===== src/hdl/tsms_pkg.sv =====
package tsms_pkg;

  typedef enum logic [2:0] {
    CMD_CREATE       = 3'd0,
    CMD_FAST_CONNECT = 3'd1,
    CMD_FAST_SEND    = 3'd2,
    CMD_FAST_RELEASE = 3'd3,
    CMD_TCP_CONNECT  = 3'd4,
    CMD_TCP_RECV     = 3'd5,
    CMD_TCP_FIN      = 3'd6
  } cmd_t;

  localparam logic REG_COUNT_THRESHOLD = 1'b0;
  localparam logic REG_SEND_RATIO      = 1'b1;

  localparam logic [15:0] THRESHOLD_RESET = 16'd1024;
  localparam logic [7:0]  RATIO_RESET     = 8'd80;

  localparam logic [5:0]  FAST_FAMILY   = 6'd43;
  localparam logic [5:0]  FAMILY_V4     = 6'd2;
  localparam logic [5:0]  FAMILY_V6     = 6'd10;
  localparam logic [15:0] STREAM_TYPE   = 16'd1;
  localparam logic [7:0]  PROTO_DEFAULT = 8'd0;
  localparam logic [7:0]  PROTO_TCP     = 8'd6;
  localparam logic [7:0]  FAST_PROTO_V4 = 8'd0;
  localparam logic [7:0]  FAST_PROTO_V6 = 8'd1;

  typedef struct packed {
    logic steering_on;
    logic mode_flipped;
  } mode_status_t;

  typedef struct packed {
    logic       rewritten;
    logic [5:0] family;
    logic [7:0] protocol;
  } create_res_t;

endpackage


===== src/hdl/tsms_in_if.sv =====
interface tsms_in_if;
  logic        valid;
  logic        ready;
  logic [2:0]  cmd;
  logic        kernel_caller;
  logic [5:0]  family;
  logic [15:0] sock_type;
  logic [7:0]  protocol;

  modport source (output valid, cmd, kernel_caller, family, sock_type, protocol,
                  input ready);
  modport sink (input valid, cmd, kernel_caller, family, sock_type, protocol,
                output ready);
endinterface


===== src/hdl/tsms_out_if.sv =====
interface tsms_out_if;
  logic       valid;
  logic       ready;
  logic       steering_on;
  logic       mode_flipped;
  logic       rewritten;
  logic [5:0] out_family;
  logic [7:0] out_protocol;

  modport source (output valid, steering_on, mode_flipped, rewritten, out_family,
                  out_protocol, input ready);
  modport sink (input valid, steering_on, mode_flipped, rewritten, out_family,
                out_protocol, output ready);
endinterface


===== src/hdl/tcp_smc_mode_steering.sv =====
// channel  | dir | handshake    | payload
// in       | in  | valid/ready  | cmd, kernel_caller, family, sock_type, protocol
// out      | out | valid/ready  | steering_on, mode_flipped, rewritten, out_family,
//          |     |              | out_protocol
// wr_*     | in  | wr_en only   | wr_index (0 count_threshold, 1 send_ratio), wr_data
//
// one item per cycle sustained while out is not stalled; an accepted item passes the input
// register, then counter update and result register in one pass, before out.valid rises
// synchronous active-high reset: steering on, counters zero, config to defaults
// a stall on out holds the result register and backs up into the input register;
// in.ready drops only when both stages are full and out is stalled
module tcp_smc_mode_steering
  import tsms_pkg::*;
#(
  parameter int COUNT_WIDTH = 32
) (
  input  logic        clk,
  input  logic        rst,
  tsms_in_if.sink     in,
  tsms_out_if.source  out,
  input  logic        wr_en,
  input  logic        wr_index,
  input  logic [15:0] wr_data
);

  logic [15:0] count_threshold;
  logic [7:0]  send_ratio;

  logic        s1_valid;
  logic [2:0]  s1_cmd;
  logic        s1_kernel_caller;
  logic [5:0]  s1_family;
  logic [15:0] s1_sock_type;
  logic [7:0]  s1_protocol;

  logic         s2_valid;
  mode_status_t s2_status;
  create_res_t  s2_create;

  logic         adv2;
  logic         step;
  logic         steer_mode;
  mode_status_t status;
  create_res_t  create_res;

  always_ff @(posedge clk) begin
    if (rst) begin
      count_threshold <= THRESHOLD_RESET;
      send_ratio      <= RATIO_RESET;
    end else if (wr_en) begin
      unique case (wr_index)
        REG_COUNT_THRESHOLD: count_threshold <= wr_data;
        REG_SEND_RATIO:      send_ratio      <= wr_data[7:0];
        default: ;
      endcase
    end
  end

  assign adv2     = !s2_valid || out.ready;
  assign step     = s1_valid && adv2;
  assign in.ready = !s1_valid || adv2;

  always_ff @(posedge clk) begin
    if (rst) begin
      s1_valid <= 1'b0;
      s2_valid <= 1'b0;
    end else begin
      s1_valid <= (s1_valid && !adv2) || in.valid;
      if (adv2) begin
        s2_valid <= s1_valid;
      end
    end
  end

  always_ff @(posedge clk) begin
    if (in.valid && in.ready) begin
      s1_cmd           <= in.cmd;
      s1_kernel_caller <= in.kernel_caller;
      s1_family        <= in.family;
      s1_sock_type     <= in.sock_type;
      s1_protocol      <= in.protocol;
    end
    if (step) begin
      s2_status <= status;
      s2_create <= create_res;
    end
  end

  tsms_counters #(
    .COUNT_WIDTH(COUNT_WIDTH)
  ) u_counters (
    .clk             (clk),
    .rst             (rst),
    .step            (step),
    .cmd             (s1_cmd),
    .count_threshold (count_threshold),
    .send_ratio      (send_ratio),
    .steer_mode      (steer_mode),
    .status          (status)
  );

  tsms_create u_create (
    .steer_mode    (steer_mode),
    .cmd           (s1_cmd),
    .kernel_caller (s1_kernel_caller),
    .family        (s1_family),
    .sock_type     (s1_sock_type),
    .protocol      (s1_protocol),
    .res           (create_res)
  );

  assign out.valid        = s2_valid;
  assign out.steering_on  = s2_status.steering_on;
  assign out.mode_flipped = s2_status.mode_flipped;
  assign out.rewritten    = s2_create.rewritten;
  assign out.out_family   = s2_create.family;
  assign out.out_protocol = s2_create.protocol;

  // mode only moves when an item passes through the update stage
  a_mode_moves_on_step: assert property (@(posedge clk) disable iff (rst)
    (steer_mode != $past(steer_mode)) |-> $past(step))
    else $error("steering mode changed without an item");

  // flipped flag in the result register matches the mode register change
  a_flip_matches_mode: assert property (@(posedge clk) disable iff (rst)
    step |=> (s2_status.mode_flipped == (steer_mode != $past(steer_mode))))
    else $error("mode_flipped disagrees with mode register");

  // a rewrite only happens with steering on, and a create never flips the mode
  a_rewrite_needs_steering: assert property (@(posedge clk) disable iff (rst)
    (s2_valid && s2_create.rewritten) |->
      (s2_status.steering_on && !s2_status.mode_flipped))
    else $error("rewritten item without steering on");

endmodule


===== src/hdl/tsms_create.sv =====
module tsms_create
  import tsms_pkg::*;
(
  input  logic        steer_mode,
  input  logic [2:0]  cmd,
  input  logic        kernel_caller,
  input  logic [5:0]  family,
  input  logic [15:0] sock_type,
  input  logic [7:0]  protocol,
  output create_res_t res
);

  logic fam_ok;
  logic proto_ok;
  logic hit;

  assign fam_ok   = (family == FAMILY_V4) || (family == FAMILY_V6);
  assign proto_ok = (protocol == PROTO_DEFAULT) || (protocol == PROTO_TCP);
  assign hit      = (cmd == CMD_CREATE) && steer_mode && !kernel_caller && fam_ok &&
                    (sock_type == STREAM_TYPE) && proto_ok;

  always_comb begin
    res.rewritten = hit;
    res.family    = family;
    res.protocol  = protocol;
    if (hit) begin
      res.family   = FAST_FAMILY;
      res.protocol = (family == FAMILY_V4) ? FAST_PROTO_V4 : FAST_PROTO_V6;
    end
  end

endmodule


===== src/hdl/tsms_counters.sv =====
module tsms_counters
  import tsms_pkg::*;
#(
  parameter int COUNT_WIDTH = 32
) (
  input  logic         clk,
  input  logic         rst,
  input  logic         step,
  input  logic [2:0]   cmd,
  input  logic [15:0]  count_threshold,
  input  logic [7:0]   send_ratio,
  output logic         steer_mode,
  output mode_status_t status
);

  localparam int PW = COUNT_WIDTH + 8;

  logic [COUNT_WIDTH-1:0] fast_conn, fast_send, fast_rel;
  logic [COUNT_WIDTH-1:0] tcp_conn, tcp_recv, tcp_fin;

  logic [COUNT_WIDTH-1:0] act_conn, act_send, act_rel;
  logic [COUNT_WIDTH-1:0] conn_next, send_next, rel_next;
  logic [COUNT_WIDTH-1:0] rel_inc, thr_ext;
  logic [PW-1:0]          prod, half_ext;
  logic                   is_conn, is_send, is_rel, decide, flip, mode_next;

  always_comb begin
    act_conn = steer_mode ? fast_conn : tcp_conn;
    act_send = steer_mode ? fast_send : tcp_recv;
    act_rel  = steer_mode ? fast_rel  : tcp_fin;

    is_conn = (cmd == (steer_mode ? CMD_FAST_CONNECT : CMD_TCP_CONNECT));
    is_send = (cmd == (steer_mode ? CMD_FAST_SEND    : CMD_TCP_RECV));
    is_rel  = (cmd == (steer_mode ? CMD_FAST_RELEASE : CMD_TCP_FIN));

    rel_inc  = (&act_rel) ? act_rel : act_rel + 1'b1;
    thr_ext  = COUNT_WIDTH'(count_threshold);
    // exact product, no overflow at any counter width
    prod     = {8'b0, act_conn} * {{COUNT_WIDTH{1'b0}}, send_ratio};
    half_ext = {8'b0, (act_send >> 1)};

    decide = is_rel && (act_conn > thr_ext) && (rel_inc >= thr_ext);
    flip   = decide && (steer_mode ? (prod > half_ext) : (prod < half_ext));

    conn_next = act_conn;
    send_next = act_send;
    rel_next  = act_rel;
    if (decide) begin
      conn_next = '0;
      send_next = '0;
      rel_next  = '0;
    end else if (is_conn) begin
      conn_next = (&act_conn) ? act_conn : act_conn + 1'b1;
    end else if (is_send) begin
      send_next = (&act_send) ? act_send : act_send + 1'b1;
    end else if (is_rel) begin
      rel_next = rel_inc;
    end

    mode_next           = steer_mode ^ flip;
    status.steering_on  = mode_next;
    status.mode_flipped = flip;
  end

  always_ff @(posedge clk) begin
    if (rst) begin
      steer_mode <= 1'b1;
      fast_conn  <= '0;
      fast_send  <= '0;
      fast_rel   <= '0;
      tcp_conn   <= '0;
      tcp_recv   <= '0;
      tcp_fin    <= '0;
    end else if (step) begin
      steer_mode <= mode_next;
      // only the active mode's counters move
      if (steer_mode) begin
        fast_conn <= conn_next;
        fast_send <= send_next;
        fast_rel  <= rel_next;
      end else begin
        tcp_conn <= conn_next;
        tcp_recv <= send_next;
        tcp_fin  <= rel_next;
      end
    end
  end

endmodule


===== src/flat_wrapper.sv =====
// flat-port wrapper written by rule: the top's interface ports become plain ports
module tcp_smc_mode_steering_flat import tsms_pkg::*;
#(
  parameter int COUNT_WIDTH = 32
)
  (clk, rst, wr_en, wr_index, wr_data, in_valid, in_cmd, in_kernel_caller, in_family, in_sock_type, in_protocol, in_ready, out_valid, out_steering_on, out_mode_flipped, out_rewritten, out_out_family, out_out_protocol, out_ready);
  tsms_in_if in_i ();
  tsms_out_if out_i ();
  input  logic clk;
  input  logic rst;
  input  logic wr_en;
  input  logic wr_index;
  input  logic [15:0] wr_data;
  input wire logic [$bits(in_i.valid)-1:0] in_valid;
  input wire logic [$bits(in_i.cmd)-1:0] in_cmd;
  input wire logic [$bits(in_i.kernel_caller)-1:0] in_kernel_caller;
  input wire logic [$bits(in_i.family)-1:0] in_family;
  input wire logic [$bits(in_i.sock_type)-1:0] in_sock_type;
  input wire logic [$bits(in_i.protocol)-1:0] in_protocol;
  output wire logic [$bits(in_i.ready)-1:0] in_ready;
  output wire logic [$bits(out_i.valid)-1:0] out_valid;
  output wire logic [$bits(out_i.steering_on)-1:0] out_steering_on;
  output wire logic [$bits(out_i.mode_flipped)-1:0] out_mode_flipped;
  output wire logic [$bits(out_i.rewritten)-1:0] out_rewritten;
  output wire logic [$bits(out_i.out_family)-1:0] out_out_family;
  output wire logic [$bits(out_i.out_protocol)-1:0] out_out_protocol;
  input wire logic [$bits(out_i.ready)-1:0] out_ready;
  assign in_i.valid = in_valid;
  assign in_i.cmd = in_cmd;
  assign in_i.kernel_caller = in_kernel_caller;
  assign in_i.family = in_family;
  assign in_i.sock_type = in_sock_type;
  assign in_i.protocol = in_protocol;
  assign in_ready = in_i.ready;
  assign out_valid = out_i.valid;
  assign out_steering_on = out_i.steering_on;
  assign out_mode_flipped = out_i.mode_flipped;
  assign out_rewritten = out_i.rewritten;
  assign out_out_family = out_i.out_family;
  assign out_out_protocol = out_i.out_protocol;
  assign out_i.ready = out_ready;
  tcp_smc_mode_steering #(.COUNT_WIDTH(COUNT_WIDTH)) u_core (.clk(clk), .rst(rst), .in(in_i), .out(out_i), .wr_en(wr_en), .wr_index(wr_index), .wr_data(wr_data));
endmodule

===== config.mk =====
export PLATFORM = sky130hd
export DESIGN_NAME = tcp_smc_mode_steering_flat
export DESIGN_NICKNAME = d
export VERILOG_FILES = /design/src/hdl/tsms_pkg.sv /design/src/hdl/tsms_in_if.sv /design/src/hdl/tsms_out_if.sv /design/src/hdl/tcp_smc_mode_steering.sv /design/src/hdl/tsms_create.sv /design/src/hdl/tsms_counters.sv /design/src/flat_wrapper.sv
export SDC_FILE = /design/constraint.sdc
export NUM_CORES = 1
export LEC_CHECK = 0
export BUFFER_PORTS_ARGS = -buffer_cell sky130_fd_sc_hd__clkbuf_2
export CAP_MARGIN = 20
export CORE_MARGIN = 2
export CORE_UTILIZATION = 56
export DETAILED_ROUTE_END_ITERATION = 10
export PLACE_DENSITY = 0.77
export SYNTH_ARGS = -nofsm -noshare
export SYNTH_HDL_FRONTEND = slang
export SYNTH_SLANG_ARGS = --single-unit

===== constraint.sdc =====
create_clock -name clk -period 9.7 [get_ports clk]
set_input_delay 0.97 -clock clk [delete_from_list [all_inputs] [get_ports clk]]
set_output_delay 0.97 -clock clk [all_outputs]
set_load 0.02 [all_outputs]

==> impl_metrics.json <==
{
  "clk_latency_ns": 0.58,
  "cts_max_path_buffers": 3,
  "crit_arrival_ns": 8.71,
  "peakVddDrop_mv": 0.126,
  "fin_nets": 3183,
  "yosys-top-cells-area": "dfxtp_1, fa_1, ha_1",
  "crit_required_ns": 10.04,
  "power_density_nw_per_um2": 99.7,
  "p_sw_mw": 0.591,
  "dp_cells": 3324,
  "critPathLaunchType": "register",
  "postCtsSetupRepairBufs": 0,
  "cap_violations": 0,
  "pre_cts_ws_ns": 1.46,
  "overflow": 0,
  "relSlewSlack_pct": 27.2,
  "clk_pin_slew_worst_paths_ns": 0.06,
  "worstHoldStart": "u_core.s1_family[2]",
  "gp_congestion": 0.968,
  "status": "complete, no violations",
  "pin_count": 75,
  "max_freq_mhz": 119,
  "drive_gt1_share_pct": 7.31,
  "vias_per_cell": 6.06,
  "p_clk_share_pct": 49.1,
  "dpl.hpwl_mm": 43.9,
  "worstMarginPinSlew_ns": 1.06,
  "finalCritPeriodShare_pct": 86.3,
  "grt_pass1_vias": 20200,
  "coreArea_um2": 42100,
  "die_y_um": 211,
  "synth_warnings": 0,
  "ctsHoldBuffers": 0,
  "power.leakage_nw": 10.8,
  "syn_inst": 2853,
  "setup_ws_ns": 1.33,
  "dr_total_vias": 20500,
  "initial_utilization_pct": 57.0,
  "final_cells": 3385,
  "path_max_fanout": 38,
  "yosys.area.top_type": "dfxtp_1",
  "synth_top_area_share_pct": 18.3,
  "grt_max_degree": 137,
  "ant_nets": 0,
  "internal_power_mw": 1.97,
  "combPwrFrac_pct": 5.2,
  "fin_crit_ns": 8.37,
  "finalHoldViolCount": 0,
  "synth-async-reset-ratio_pct": 0,
  "crit_type": "reg -> reg",
  "wl_per_cell_um": 18.0,
  "drtPass1Iterations": 6,
  "die_w_um": 211,
  "syn2layout_area_growth_pct": 6.99,
  "synth.yosys.seq_area_share_pct": 24.6,
  "final_area_um2": 25700,
  "critPathLaunch": "u_core.u_counters.steer_mode",
  "synth_edf_count": 51,
  "setup_viol": 0,
  "post-route-drc-count": 0,
  "swShare_pct": 23.1,
  "avgSynthCellArea_um2": 8.41,
  "seqPwrFrac_pct": 45.7,
  "cts_max_level": 1,
  "dieArea_um2": 44500,
  "placed_cell_area_um2": 24500,
  "cts.sink_count": 270,
  "fin_tns_setup_ns": 0,
  "grt_pass1_wl_mm": 103,
  "ctsResizeCount": 0,
  "critical_path.max_stage_delay_ns": 0.72,
  "multi_input_area_um2": 16400,
  "end_kind": "register",
  "io_buffers": 74,
  "wirelength_mm": 61.0,
  "grtUsageTotal_pct": 28.0,
  "clock_skew_ns": 0.0241,
  "synthDistinctLibCells": 80,
  "rsz0062_at_grt": "false",
  "rows": 75,
  "drtIter0Drc": 2200,
  "cts_buffers": 30,
  "seq_area_um2": 5920,
  "reg2reg_from": "u_core.u_counters.steer_mode",
  "synthesis.nets": 3215,
  "power_mw": 2.56,
  "syn-cell-area_um2": 24000,
  "root_buffer": "clkbuf_16",
  "final.fill_count": 3575,
  "antenna_found_initial": 0,
  "cp_slowest_cell": "dfxtp_4",
  "synth-main-ff-cell": "dfxtp_1",
  "min_path_type": "reg -> reg",
  "cts_tree": "done",
  "maxSlewViolCount": 0,
  "synth-seq-cells": 270
}
per-stage QoR:
| stage | hold WS (ns) | utilization (%) |
|---|---|---|
| 6_report | 0.444 | 61.0 |
| 5_1_grt | 0.459 | 61.0 |
| 4_1_cts | 0.445 | 60.8 |
| 3_5_place_dp | 0.431 | 58.2 |
| 3_3_place_gp | 0.422 | 58.2 |
| 2_1_floorplan | 0.433 | - |
cells in the final DEF (no fill, tap or decap), drive strengths merged, types with 99 or more instances in the layout:
cell type and n:
a21oi 99, a22oi 122, and2 104, clkbuf 109, dfxtp 219, fa 180, ha 126, inv 239
nand2 265, nor2 332, nor2b 119, o21ai 122
routing by layer:
layer	part of all wire, %	global-route usage (%)	vias to the layer above
li1	-	-	9576
met1	44	40.2	9982
met2	44	43.5	823
met3	8.0	4.43	127
met4	3.2	8.40	0
met5	0	0	-
final cells by class:
cell class                 count  area share [%]
sequential                   270            23.0
inverter                     240            3.51
clock buffer                  36            3.21
antenna                        1         0.00974
tap                          539            2.63
timing repair buffer         106            2.60
multi-input combinational   2173            63.9
clock inverter                20            1.06
worst max-delay path, delay by kind of cell, from the launching register on:
kind	cells	cell delay, ns
compound gates	12	3.09
fa+ha+maj	6	2.69
flops	1	0.72
mux	1	0.68
buf+inv	4	0.37
simple gates	4	0.36
xor+xnor	1	0.16
power by group through the flow:
stage | sequential (mW) | clock [mW] | combinational (mW)
2_1_floorplan | 1.20 | 0 | 0.0791
3_3_place_gp | 1.19 | 0 | 0.127
3_5_place_dp | 1.19 | 0 | 0.131
4_1_cts | 1.17 | 1.27 | 0.131
5_1_grt | 1.17 | 1.31 | 0.145
6_report | 1.17 | 1.26 | 0.133
path summary, 6_finish.rpt:
| path | endpoint | slack [ns] | cells past startpoint |
|---|---|---|---|
| hold / removal | u_core.out.out_family[2] | 0.44 | 0 |
| setup / recovery | u_core.out.mode_flipped | 1.33 | 28 |
| setup reg to reg | u_core.out.mode_flipped | 1.33 | 28 |
| hold reg to reg | u_core.out.out_family[2] | 0.44 | 0 |
cell families after synthesis:
| family | count (synthesis) | synth area share (%) |
|---|---|---|
| and+or+nand+nor | 1151 | 24.3 |
| AOI/OAI and AO/OA | 481 | 13.2 |
| buffers and inverters | 410 | 7.04 |
| adders and majority gates | 306 | 21.6 |
| DFF | 270 | 24.6 |
| xor gates and xnor gates | 130 | 4.74 |
| muxes | 105 | 4.51 |
sequential cells by signal (all words and copies together) (netlist names), 3 cells and up:
register                     cells
u_core.u_counters.fast_conn     32
u_core.u_counters.fast_rel      32
u_core.u_counters.fast_send     32
u_core.u_counters.tcp_conn      32
u_core.u_counters.tcp_fin       32
u_core.u_counters.tcp_recv      32
u_core.count_threshold          16
u_core.s1_sock_type             16
u_core.out.out_protocol          8
u_core.s1_protocol               8
u_core.send_ratio                8
u_core.out.out_family            6
u_core.s1_family                 6
u_core.s1_cmd                    3
synth_stat cells (11+ instances only):
library cell,number
nor2b_1,119
or4_1,11
dfxtp_1,219
clkbuf_1,121
nor4_1,18
xnor2_1,85
buf_1,11
nor2_1,332
inv_1,237
a21oi_1,99
mux2i_1,84
nand3_1,56
nand3b_1,97
and2_1,104
a21o_1,29
o21a_1,16
nor3_1,32
nand4_1,39
o21ai_0,121
a22oi_1,121
xor2_1,45
edfxtp_1,51
mux2_2,19
nand2b_1,26
ha_1,126
nand2_1,265
buf_2,21
a31oi_1,12
fa_1,180
a211oi_1,11
Power figures use the tool's default switching activity.
